`src/sv/bpc_pkg.sv`:
```
// ----------------------------------------------------------------------------
// bpc_pkg
// Types and constants of the bounded partition counter.
// ----------------------------------------------------------------------------
package bpc_pkg;

	localparam int MAX_SUM = 1023;
	localparam int DEPTH   = MAX_SUM + 1;
	localparam int ADDR_W  = $clog2(DEPTH);
	localparam int FIELD_W = 10;
	localparam int COUNT_W = 32;

	typedef logic [ADDR_W-1:0]  addr_t;
	typedef logic [FIELD_W-1:0] field_t;
	typedef logic [COUNT_W-1:0] count_t;

	typedef struct packed {
		field_t max_face;
		field_t target_sum;
	} in_t;

	typedef struct packed {
		count_t way_count;
		logic   overflow;
	} out_t;

	typedef enum logic [2:0] {
		ST_IDLE,
		ST_CLEAR,
		ST_UPDATE,
		ST_FLUSH,
		ST_FETCH,
		ST_LOAD,
		ST_DONE
	} state_t;

	typedef struct packed {
		logic  start;
		logic  clr_we;
		logic  clr_one;
		logic  upd;
		logic  load;
		logic  range_err;
		addr_t addr_a;
		addr_t addr_b;
	} ctl_t;

endpackage

```
`src/sv/bpc_seq.sv`:
```
// ----------------------------------------------------------------------------
// bpc_seq
// Sequencer: clear sweep, face/sum iteration, result fetch and handshake.
// ----------------------------------------------------------------------------
module bpc_seq (
	input  logic          clk,
	input  logic          arst_n,
	input  logic          query_valid,
	input  bpc_pkg::in_t  query,
	output logic          query_stall,
	output logic          result_valid,
	input  logic          result_stall,
	output bpc_pkg::ctl_t ctl
);

	bpc_pkg::state_t state_q, state_d;
	bpc_pkg::field_t face_q, sum_q, kmin_q, s_q;
	logic            range_q;
	logic            accept;
	logic            range_in;
	logic            sum_end;
	bpc_pkg::field_t kmin_in;

	assign accept   = query_valid && (state_q == bpc_pkg::ST_IDLE);
	assign range_in = 32'(query.target_sum) > 32'(bpc_pkg::MAX_SUM);
	assign kmin_in  = (query.max_face < query.target_sum) ? query.max_face : query.target_sum;
	assign sum_end  = (sum_q == s_q);

	always_comb begin
		state_d = state_q;
		case (state_q)
			bpc_pkg::ST_IDLE: begin
				if (query_valid) begin
					state_d = range_in ? bpc_pkg::ST_LOAD : bpc_pkg::ST_CLEAR;
				end
			end
			bpc_pkg::ST_CLEAR: begin
				if (sum_end) begin
					state_d = (kmin_q == '0) ? bpc_pkg::ST_FLUSH : bpc_pkg::ST_UPDATE;
				end
			end
			bpc_pkg::ST_UPDATE: begin
				if (sum_end && (face_q == kmin_q)) begin
					state_d = bpc_pkg::ST_FLUSH;
				end
			end
			bpc_pkg::ST_FLUSH: state_d = bpc_pkg::ST_FETCH;
			bpc_pkg::ST_FETCH: state_d = bpc_pkg::ST_LOAD;
			bpc_pkg::ST_LOAD:  state_d = bpc_pkg::ST_DONE;
			bpc_pkg::ST_DONE: begin
				if (!result_stall) begin
					state_d = bpc_pkg::ST_IDLE;
				end
			end
			default: state_d = bpc_pkg::ST_IDLE;
		endcase
	end

	always_comb begin
		ctl           = '0;
		ctl.addr_a    = bpc_pkg::addr_t'(sum_q);
		ctl.addr_b    = bpc_pkg::addr_t'(sum_q - face_q);
		ctl.start     = accept;
		ctl.range_err = range_q;
		query_stall   = (state_q != bpc_pkg::ST_IDLE);
		result_valid  = (state_q == bpc_pkg::ST_DONE);
		case (state_q)
			bpc_pkg::ST_CLEAR: begin
				ctl.clr_we  = 1'b1;
				ctl.clr_one = (sum_q == '0);
			end
			bpc_pkg::ST_UPDATE: ctl.upd = 1'b1;
			bpc_pkg::ST_FETCH:  ctl.addr_a = bpc_pkg::addr_t'(s_q);
			bpc_pkg::ST_LOAD:   ctl.load = 1'b1;
			default: ;
		endcase
	end

	always_ff @(posedge clk or negedge arst_n) begin
		if (!arst_n) begin
			state_q <= bpc_pkg::ST_IDLE;
		end else begin
			state_q <= state_d;
		end
	end

	always_ff @(posedge clk) begin
		if (accept) begin
			s_q     <= query.target_sum;
			kmin_q  <= kmin_in;
			range_q <= range_in;
			sum_q   <= '0;
			face_q  <= bpc_pkg::field_t'(1);
		end else if (state_q == bpc_pkg::ST_CLEAR) begin
			sum_q <= sum_end ? bpc_pkg::field_t'(1) : sum_q + 1'b1;
		end else if (state_q == bpc_pkg::ST_UPDATE) begin
			if (sum_end) begin
				face_q <= face_q + 1'b1;
				sum_q  <= face_q + 1'b1;
			end else begin
				sum_q <= sum_q + 1'b1;
			end
		end
	end

endmodule

```
`config.mk`:
```
export PLATFORM = sky130hd
export DESIGN_NAME = bpc_seq
export DESIGN_NICKNAME = d
export VERILOG_FILES = /design/src/sv/bpc_pkg.sv /design/src/sv/bpc_seq.sv
export SDC_FILE = /design/constraint.sdc
export NUM_CORES = 1
export LEC_CHECK = 0
export BUFFER_PORTS_ARGS = -buffer_cell sky130_fd_sc_hd__buf_2
export CELL_PAD_IN_SITES_DETAIL_PLACEMENT = 1
export CELL_PAD_IN_SITES_GLOBAL_PLACEMENT = 1
export CORE_MARGIN = 8
export CORE_UTILIZATION = 35
export DETAILED_ROUTE_END_ITERATION = 10
export GPL_TIMING_DRIVEN = 0
export PLACE_DENSITY = 0.68
export SLEW_MARGIN = 10
export SYNTH_ARGS = -nofsm -noshare
export SYNTH_HDL_FRONTEND = slang
export SYNTH_SLANG_ARGS = --single-unit
```
`constraint.sdc`:
```
create_clock -name clk -period 4 [get_ports clk]
set_input_delay 0.2 -clock clk [delete_from_list [all_inputs] [get_ports clk]]
set_output_delay 0.2 -clock clk [all_outputs]
set_load 0.005 [all_outputs]
```
==> flow_summary.toml, run 1 <==
[floorplan]
fp.dieW_um = 111
coreArea_sq_um = 8720
ios = 52
die-area_sq_um = 12300
dieHeight_um = 111
start_util_pct = 36.2
rows = 34

[sta]
hold_violations = 0
rsz0062_at_grt = "false"
setup_violations = 0
fin_crit_ns = 3.13
fin_skew_ns = 0.0103
worst-slew-pin-transition_ns = 0.638
fmax_ghz = 0.320
slew_headroom_pct = 57.5
setup-tns-final_ns = 0
timing.final.crit_share_pct = 78.1
finalMaxSlewViolations = 0

[route]
wl_met2_mm = 3.98
wl_mm = 8.46
drtPass1Iterations = 4
top_layer_used = "met4"
dr.first_iter.drc_count = 88
dr_wl_met3_um = 355
wl_per_cell_um = 16.7
via_per_inst = 5.21
met1Wirelength_mm = 3.92
drc = 0
postRouteAntennaNets = 0
vias = 2635

[status]
status = "finished clean"

[job]
drv_cap = 0

[worst_setup_path]
r2r_slack_ns = 1.78
path_cells = "ha_1 > inv_1 > fa_1 > a21o_1 > a21oi_1 > o21ai_0 > or4_1 > o311ai_0 > xnor2_1 > buf_2"
cpPeakStageDelay_ns = 0.51
r2r_end = "s_q[0]"
reg2regPathDepth = 5
r2r_start = "state_q[2]"
path_buf_inv = 2
cp.arrival_ns = 2.93
cp-end-kind = "output port"
path_delay_family = "adder cells"
critPathSlowestCell = "dfxtp_1"
worstSetupPathType = "register to output port"
crit_fanout = 7
crit_required_ns = 3.80
start_kind = "register"
cp-startpoint = "face_q[0]"

[global_routing]
grt_pass1_wl_mm = 14.5
grt_pass1_vias = 2916
grt_max_degree = 31
grt.overflow.total = 0
grt_use_total_pct = 14.1
antenna_found_initial = 0

[logic_synthesis]
synth.cell_area_sq_um = 3160
avgSynthCellArea_sq_um = 9.31
async_flop_share_pct = 6.98
yosysSeqAreaShare_pct = 34.1
syn-instance-count = 339
synth_edf_count = 20
ys_warn_count = 0
synth_flop_cell = "edfxtp_1"
synth_seq_cells = 43
synth_fp_nets = 385
yosysUniqueCellTypes = 58

[placement]
io_buffer_count = 50
place.gp.congestion = 0.814
dp_hpwl_mm = 6.95

[power]
ir_worst_vdd_v = 0.000180
switchingPower_mw = 0.815
finalPower_mw = 1.96
p_int_mw = 1.14
power.share.switching_pct = 41.6
leakage_nw = 1.48
p_per_area_nw_per_um2 = 538
combPwrFrac_pct = 52.8
p_clk_share_pct = 14.5
p_seq_share_pct = 32.7

[hold_path]
hp-class = "input pin to register"
hold_end = "s_q[2]"
worstHoldPathCells = 1
worstHoldStart = "query[2]"

[cts]
post_cts_buffers = 0
h-tree-depth = 2
cts_made_buffers = 5
cts_tree = "built"
path_clk_slew_ns = 0.09
cts_buffer_depth = 2
cts_sinks = 43
cts-root-buf = "clkbuf_8"
clkLatencyLatePin_ns = 0.30

[finish]
drive_gt1_share_pct = 24.9
antennaDiodeCount = 0
area_growth_pct = 15.4
num-fill-cells = 1053
final_nets = 443
==> layout make-up <==
type / count / area [sq um] / area share, %
clock inverters: 2 / 12.5 / 0.344
plain buffers: 16 / 91.3 / 2.51
repair buffers: 51 / 260 / 7.15
well taps: 108 / 135 / 3.71
flip-flops and latches: 43 / 1080 / 29.5
multi-input cells: 254 / 1890 / 52.0
inverters: 26 / 97.6 / 2.68
clock buffers: 6 / 76.3 / 2.10
==> worst register-to-register path: stages, from the launching register on <==
cell,delay [ns]
dfrtp_1,0.36
clkbuf_1,0.22
nor3_1,0.24
nand2_1,0.24
clkinv_1,0.23
buf_2,0.55
==> synthesized netlist by cell type, types with 2 or more instances <==
master	n	area (sq um)
a211oi_1	2	15.0
a21o_1	5	37.5
a21oi_1	14	70.1
a21oi_2	2	17.5
a2bb2oi_1	2	17.5
a31o_2	2	17.5
a31oi_1	5	31.3
and3_1	6	37.5
buf_2	6	30.0
buf_4	2	15.0
buf_6	2	22.5
clkbuf_1	5	18.8
clkinv_1	2	7.51
dfrtp_1	3	75.1
dfxtp_1	20	400
edfxtp_1	20	601
ha_1	21	263
inv_1	24	90.1
mux2_2	17	191
nand2_1	23	86.3
nand2b_1	6	37.5
nand3_1	15	75.1
nand4_1	6	37.5
nor2_1	21	78.8
nor3_1	8	40.0
nor4_1	4	25.0
nor4_4	3	63.8
o21a_1	3	22.5
o21ai_0	14	70.1
o21ai_1	2	10.0
o31ai_1	2	15.0
or2_2	2	12.5
or4_1	3	22.5
xnor2_1	31	272
xor2_1	13	114
==> kinds of logic (layout without fill, tap and decap cells) <==
logic type,after synthesis,in the layout,synth area share (%)
adders and majority gates,22,22,8.96
and+or+nand+nor,106,106,19.1
other,1,1,0.119
xor gates and xnor gates,44,44,12.2
muxes,17,17,6.06
AOI/OAI and AO/OA,64,64,13.5
DFF,43,43,34.1
buffers and inverters,42,101,5.95
==> routing by layer <==
layer | vias up | GRT usage [%]
li1 | 1316 | -
met1 | 1235 | 16.7
met2 | 71 | 24.4
met3 | 13 | 2.92
met4 | 0 | 5.14
met5 | - | 0
==> power groups by stage <==
| stage | sequential [mW] | clock [mW] | combinational (mW) |
|---|---|---|---|
| finish | 0.641 | 0.283 | 1.04 |
| global route | 0.652 | 0.307 | 1.17 |
| CTS | 0.641 | 0.290 | 1.06 |
| detailed placement | 0.652 | 0 | 1.05 |
| global placement | 0.648 | 0 | 1.03 |
| floorplan | 0.621 | 0 | 0.703 |
==> registers in the layout, indices dropped and copies added (netlist names) <==
register,cells
face_q,10
kmin_q,10
s_q,10
state_q,3
sum_q,10
==> cells in the final DEF, fill, tap and decap left out, types with 2 or more instances in the layout <==
cell type	Yosys	final
a211oi_1	2	2
a21o_1	5	5
a21oi_1	14	14
a21oi_2	2	2
a2bb2oi_1	2	2
a31o_2	2	2
a31oi_1	5	5
and3_1	6	6
buf_2	6	57
buf_4	2	2
buf_6	2	2
clkbuf_1	5	5
clkbuf_8	0	5
clkinv_1	2	2
dfrtp_1	3	3
dfxtp_1	20	20
edfxtp_1	20	20
ha_1	21	21
inv_1	24	24
mux2_2	17	17
nand2_1	23	23
nand2b_1	6	6
nand3_1	15	15
nand4_1	6	6
nor2_1	21	21
nor3_1	8	8
nor4_1	4	4
nor4_4	3	3
o21a_1	3	3
o21ai_0	14	14
o21ai_1	2	2
o31ai_1	2	2
or2_2	2	2
or4_1	3	3
xnor2_1	31	31
xor2_1	13	13
==> stage by stage <==
step	area [sq um]	hold slack, ns	util, %	setup slack [ns]	cells
2_1_floorplan	3160	-0.0956	-	1.60	339
3_3_place_gp	3540	0.00798	40.6	0.919	497
3_5_place_dp	3540	0.00450	40.6	1.18	497
4_1_cts	3640	0.101	41.8	0.826	506
5_1_grt	3640	0.102	41.8	0.618	506
6_report	3640	0.105	41.8	0.875	506
==> repair_timing <==
action                                 in CTS  in global routing
hold buffers                                1                  0
endpoints found under the hold margin       3                  0
gates resized for setup                     0                  0
==> worst max path at each step <==
stage / endpoint / slack [ns] / cells past startpoint
after global routing: ctl[8] / 0.62 / 10
final: ctl[8] / 0.87 / 10
after detailed placement: ctl[8] / 1.18 / 10
after floorplan: ctl[8] / 1.60 / 9
after global placement: ctl[25] / 0.92 / 7
after CTS: ctl[8] / 0.83 / 10
No activity file was read; power rests on OpenSTA's default activity.
==> inputs of run 2 (changes only) <==
==> constraint.sdc (replaced) <==
create_clock -name clk -period 3.1 [get_ports clk]
set_input_delay 0.155 -clock clk [delete_from_list [all_inputs] [get_ports clk]]
set_output_delay 0.155 -clock clk [all_outputs]
set_load 0.005 [all_outputs]
==> flow_summary.toml, run 2 (synthesized netlist as in run 1, its figures left out) <==
[status]
status = "finished clean"

[cts]
cts_sinks = 43
cts_made_buffers = 5
post_cts_buffers = 0
path_clk_slew_ns = 0.09
clkLatencyLatePin_ns = 0.30
h-tree-depth = 2
cts-root-buf = "clkbuf_8"
cts_buffer_depth = 2
cts_tree = "built"

[power]
p_seq_share_pct = 32.6
p_clk_share_pct = 14.3
ir_worst_vdd_v = 0.000233
leakage_nw = 1.48
p_int_mw = 1.49
combPwrFrac_pct = 53.1
finalPower_mw = 2.55
switchingPower_mw = 1.06
power.share.switching_pct = 41.6
p_per_area_nw_per_um2 = 697

[route]
drtPass1Iterations = 4
wl_mm = 8.44
vias = 2620
postRouteAntennaNets = 0
wl_per_cell_um = 16.7
drc = 0
dr.first_iter.drc_count = 91
via_per_inst = 5.18

[finish]
drive_gt1_share_pct = 25.9
final_nets = 443
area_growth_pct = 15.7
num-fill-cells = 1057
antennaDiodeCount = 0
layout_commonest_cell = "buf_2"
final_cell_mix = "buf_2 (57), xnor2_1 (31), inv_1 (24)"

[floorplan]
die-area_sq_um = 12300
ios = 52
rows = 34
fp.dieW_um = 111
dieHeight_um = 111
coreArea_sq_um = 8720
start_util_pct = 36.2

[global_routing]
grt_max_degree = 31
grt_pass1_wl_mm = 14.5
grt.overflow.total = 0
grt_use_total_pct = 14.1
grt_pass1_vias = 2921
antenna_found_initial = 0

[sta]
hold_violations = 0
fin_crit_ns = 2.88
rsz0062_at_grt = "false"
setup_violations = 0
finalMaxSlewViolations = 0
fin_skew_ns = 0.00937
timing.final.crit_share_pct = 92.9
fmax_ghz = 0.347
worst-slew-pin-transition_ns = 0.623
setup-tns-final_ns = 0
slew_headroom_pct = 58.2

[worst_setup_path]
r2r_slack_ns = 0.89
cp-end-kind = "output port"
worstSetupPathType = "register to output port"
cpPeakStageDelay_ns = 0.40
crit_required_ns = 2.94
critPathSlowestCell = "fa_1"
crit_fanout = 7
start_kind = "register"
cpMostUsedCell = "inv_1"
cp.arrival_ns = 2.72
path_cells = "inv_1 > ha_2 > inv_1 > fa_1 > a21o_1 > a21oi_2 > o21ai_1 > or4_1 > o311ai_1 > xnor2_1 > buf_2"

[placement]
place.gp.congestion = 0.814
io_buffer_count = 50
dp_hpwl_mm = 6.95

[job]
drv_cap = 0

[hold_path]
hp-class = "input pin to register"
==> run 2: cell counts in the layout (fill, tap and decap cells not counted) <==
No cell type changed its count.
==> run 2: worst max-delay path: cells and delay by family (launching register included) <==
kind	cells	cell delay, ns
and+or+nand+nor	1	0.40
xor gates and xnor gates	1	0.15
DFF	1	0.37
buffers and inverters	3	0.28
adders and majority gates	2	0.61
AOI/OAI and AO/OA	4	0.59
==> run 2: through the flow <==
stage / std cells / setup WS (ns) / utilization, % / instance area [sq um] / hold slack, ns
floorplan: 339 / 0.748 / - / 3160 / -0.141
global route: 506 / 0.0164 / 41.9 / 3650 / 0.0568
detailed placement: 497 / 0.322 / 40.6 / 3540 / -0.0405
finish: 506 / 0.221 / 41.9 / 3650 / 0.0592
global placement: 497 / 0.0640 / 40.6 / 3540 / -0.0370
CTS: 506 / 0.0208 / 41.8 / 3640 / 0.0558
==> run 2: layer usage <==
| layer | part of all wire [%] | GRT usage [%] | wire, um |
|---|---|---|---|
| met1 | 47 | 16.7 | 3930 |
| met2 | 47 | 24.4 | 4000 |
| met3 | 3.7 | 2.92 | 311 |
| met4 | 2.4 | 5.14 | 202 |
| met5 | 0 | 0 | 0 |
==> run 2: what timing repair did <==
| item | 4_1_cts | 5_1_grt |
|---|---|---|
| gates resized for setup | 1 | 5 |
| endpoints found under the setup margin | 1 | 1 |
| hold endpoints to repair | 3 | 0 |
| pin swaps | 0 | 0 |
| cloned | 0 | 0 |
| hold buffers | 1 | 0 |
==> run 2: power by group through the flow <==
stage	clock network [mW]	registers [mW]	logic, mW
floorplan	0	0.801	0.907
detailed placement	0	0.841	1.36
global route	0.397	0.844	1.52
global placement	0	0.836	1.33
CTS	0.374	0.828	1.37
finish	0.365	0.830	1.35
==> run 2: final timing paths <==
| kind | from | end | depth (start not counted) |
|---|---|---|---|
| max in group asynchronous | arst_n | state_q[0] | 2 |
| min | query[2] | s_q[2] | 1 |
| min reg2reg | sum_q[0] | sum_q[0] | 1 |
| max reg2reg | state_q[2] | s_q[0] | 5 |
| min in group asynchronous | arst_n | state_q[1] | 2 |
| max | sum_q[0] | ctl[8] | 11 |
==> run 2: cell type report <==
type                       count  area (sq um)  share of cell area (%)
inverter                      26          97.6                    2.67
buffer                        16          91.3                    2.50
tap                          108           135                    3.70
clock buffer                   6          76.3                    2.09
multi-input combinational    254          1900                    52.0
timing repair buffer          51           260                    7.13
clock inverter                 2          12.5                   0.343
sequential                    43          1080                    29.5
==> inputs of run 3 (changes only) <==
--- a/config.mk
+++ b/config.mk
@@ -5,6 +5,7 @@
 export SDC_FILE = /design/constraint.sdc
 export NUM_CORES = 1
 export LEC_CHECK = 0
+export ABC_AREA = 1
 export BUFFER_PORTS_ARGS = -buffer_cell sky130_fd_sc_hd__buf_2
 export CELL_PAD_IN_SITES_DETAIL_PLACEMENT = 1
 export CELL_PAD_IN_SITES_GLOBAL_PLACEMENT = 1
@@ -12,7 +13,7 @@
 export CORE_UTILIZATION = 35
 export DETAILED_ROUTE_END_ITERATION = 10
 export GPL_TIMING_DRIVEN = 0
-export PLACE_DENSITY = 0.68
+export PLACE_DENSITY = 0.71
 export SLEW_MARGIN = 10
 export SYNTH_ARGS = -nofsm -noshare
 export SYNTH_HDL_FRONTEND = slang
==> flow_summary.toml, run 3 <==
[worst_setup_path]
cp-end-kind = "output port"
start_kind = "register"
crit_fanout = 26
crit_required_ns = 2.94
worstSetupPathType = "register to output port"
cp.arrival_ns = 2.41

[logic_synthesis]
synth-xor-area-share_pct = 6.02
yosysUniqueCellTypes = 43
synth.cell_area_sq_um = 3340
synth_fp_nets = 515
yosysSeqAreaShare_pct = 32.2
synthAdderAreaFrac_pct = 8.45
synth_edf_count = 20
yosysMostFrequentCell = "nand2_1"
ys_warn_count = 0
synthSimpleGateAreaFrac_pct = 28.2
synth_top_family_by_area = "simple AND/OR/NAND/NOR gates"
synth_flop_cell = "edfxtp_1"
async_flop_share_pct = 6.98
synth_top_area_share_pct = 18.0
yosys-top-cells-count = "nand2_1 (112), inv_1 (65), nor2_1 (39)"
synth_seq_cells = 43
syn-instance-count = 469
synth_mux_area_share_pct = 0
synth_compound_area_share_pct = 14.1
yosysTopAreaCell = "edfxtp_1"
synthTopCellsByArea = "edfxtp_1 (18%), nand2_1 (13%), dfxtp_1 (12%)"
avgSynthCellArea_sq_um = 7.13

[finish]
final_util_pct = 41.8
num-fill-cells = 1206
final_cell_mix = "nand2_1 (112), inv_1 (65), buf_2 (50)"
multi_input_area_sq_um = 1900
seqCellArea_sq_um = 1080
area_growth_pct = 15.4
drive_gt1_share_pct = 19.1
antennaDiodeCount = 0
layout_commonest_cell = "nand2_1"
final_nets = 573

[placement]
dp_hpwl_mm = 8.37
place.gp.congestion = 0.803
io_buffer_count = 50

[route]
vias = 3192
drc = 0
wl_per_cell_um = 15.0
via_per_inst = 4.86
postRouteAntennaNets = 0
wl_mm = 9.87
dr.first_iter.drc_count = 81
drtPass1Iterations = 4

[floorplan]
fp.dieW_um = 114
start_util_pct = 36.2
rows = 35
die-area_sq_um = 12900
dieHeight_um = 114
coreArea_sq_um = 9240
ios = 52

[sta]
rsz0062_at_grt = "false"
hold_violations = 0
fin_crit_ns = 2.57
finalMaxSlewViolations = 0
fin_skew_ns = 0.00832
slew_headroom_pct = 30.3
setup-tns-final_ns = 0
worst-slew-pin-transition_ns = 1.05
setup_violations = 0
fmax_ghz = 0.389
timing.final.crit_share_pct = 82.9

[cts]
cts-root-buf = "clkbuf_8"
cts_sinks = 43
post_cts_buffers = 0
cts_made_buffers = 5
h-tree-depth = 2
clkLatencyLatePin_ns = 0.31
cts_tree = "built"
cts_buffer_depth = 2
cts_resized = 0
path_clk_slew_ns = 0.10
ctsHoldBuffers = 1

[power]
p_per_area_nw_per_um2 = 845
leakage_nw = 1.88
ir_worst_vdd_v = 0.000222

[global_routing]
grt.overflow.total = 0
grt_pass1_vias = 3357
grt_max_degree = 27
grt_pass1_wl_mm = 16.3
antenna_found_initial = 0
grt_use_total_pct = 15.8

[hold_path]
hp-class = "input pin to register"

[status]
status = "finished clean"

[job]
drv_cap = 0
[run 3: changes by cell type after synthesis, moves of 7 or more]
cell / previous run / this run
o21ai_0: 14 / 37
nand3_1: 15 / 26
inv_2: 0 / 12
inv_1: 24 / 65
nand2_1: 23 / 112
xnor2_1: 31 / 4
nor2_1: 21 / 39
mux2_2: 17 / 0
o21ai_1: 2 / 9
[run 3: worst paths after layout]
kind	slack (ns)	end	from	cells after the start
worst max-delay path	0.53	ctl[25]	state_q[0]	5
worst min-delay path	0.06	s_q[0]	query[0]	1
worst max register to register	0.95	s_q[5]	state_q[0]	3
worst min register to register	0.50	face_q[3]	face_q[3]	2
max in group asynchronous	2.82	state_q[2]	arst_n	2
min in group asynchronous	0.16	state_q[1]	arst_n	2
[run 3: logic make-up after synthesis]
logic type               Yosys count
other                              1
adder cells (fa/ha/maj)           22
XOR/XNOR                          23
flip-flops                        43
buffers and inverters             90
AO/OA/AOI/OAI                     83
AND/OR/NAND/NOR                  207
[run 3: report_power, final]
group          internal, mW  switching, mW  total [mW]
registers             0.761          0.200       0.961
logic                 0.769           1.15        1.92
clock network         0.161          0.221       0.382
[run 3: cell type report]
type	count	area share, %
buffer	12	1.85
multi-input combinational	336	49.4
sequential	43	27.9
timing repair buffer	51	6.74
clock buffer	5	1.78
tap	129	4.18
inverter	78	7.59
clock inverter	3	0.616
[run 3: worst max-delay path, stage by stage, from the launching register on]
cell     delay [ns]
dfrtp_1        0.49
nor2_1         0.20
nand3_1        0.23
inv_1          0.83
buf_4          0.23
buf_2          0.10
[run 3: per-stage QoR]
step	power [mW]	hold WS [ns]	cells	area, sq um	setup slack [ns]
global placement	2.86	-0.0399	648	3760	0.936
global route	3.60	0.0497	657	3860	0.361
finish	3.26	0.0563	657	3860	0.530
floorplan	2.23	-0.141	469	3340	1.35
detailed placement	2.93	-0.0396	648	3760	0.884
CTS	3.32	0.0506	657	3860	0.528
[run 3: metal layers]
layer  vias up  wire [um]  part of all wire (%)  track usage, %
met5         -          0                     0               0
met4         0        126                   1.3            4.44
met3         8        314                   3.2            2.85
met2        44       4980                    50            28.7
met1      1513       4460                    45            18.6
li1       1627          -                     -               -
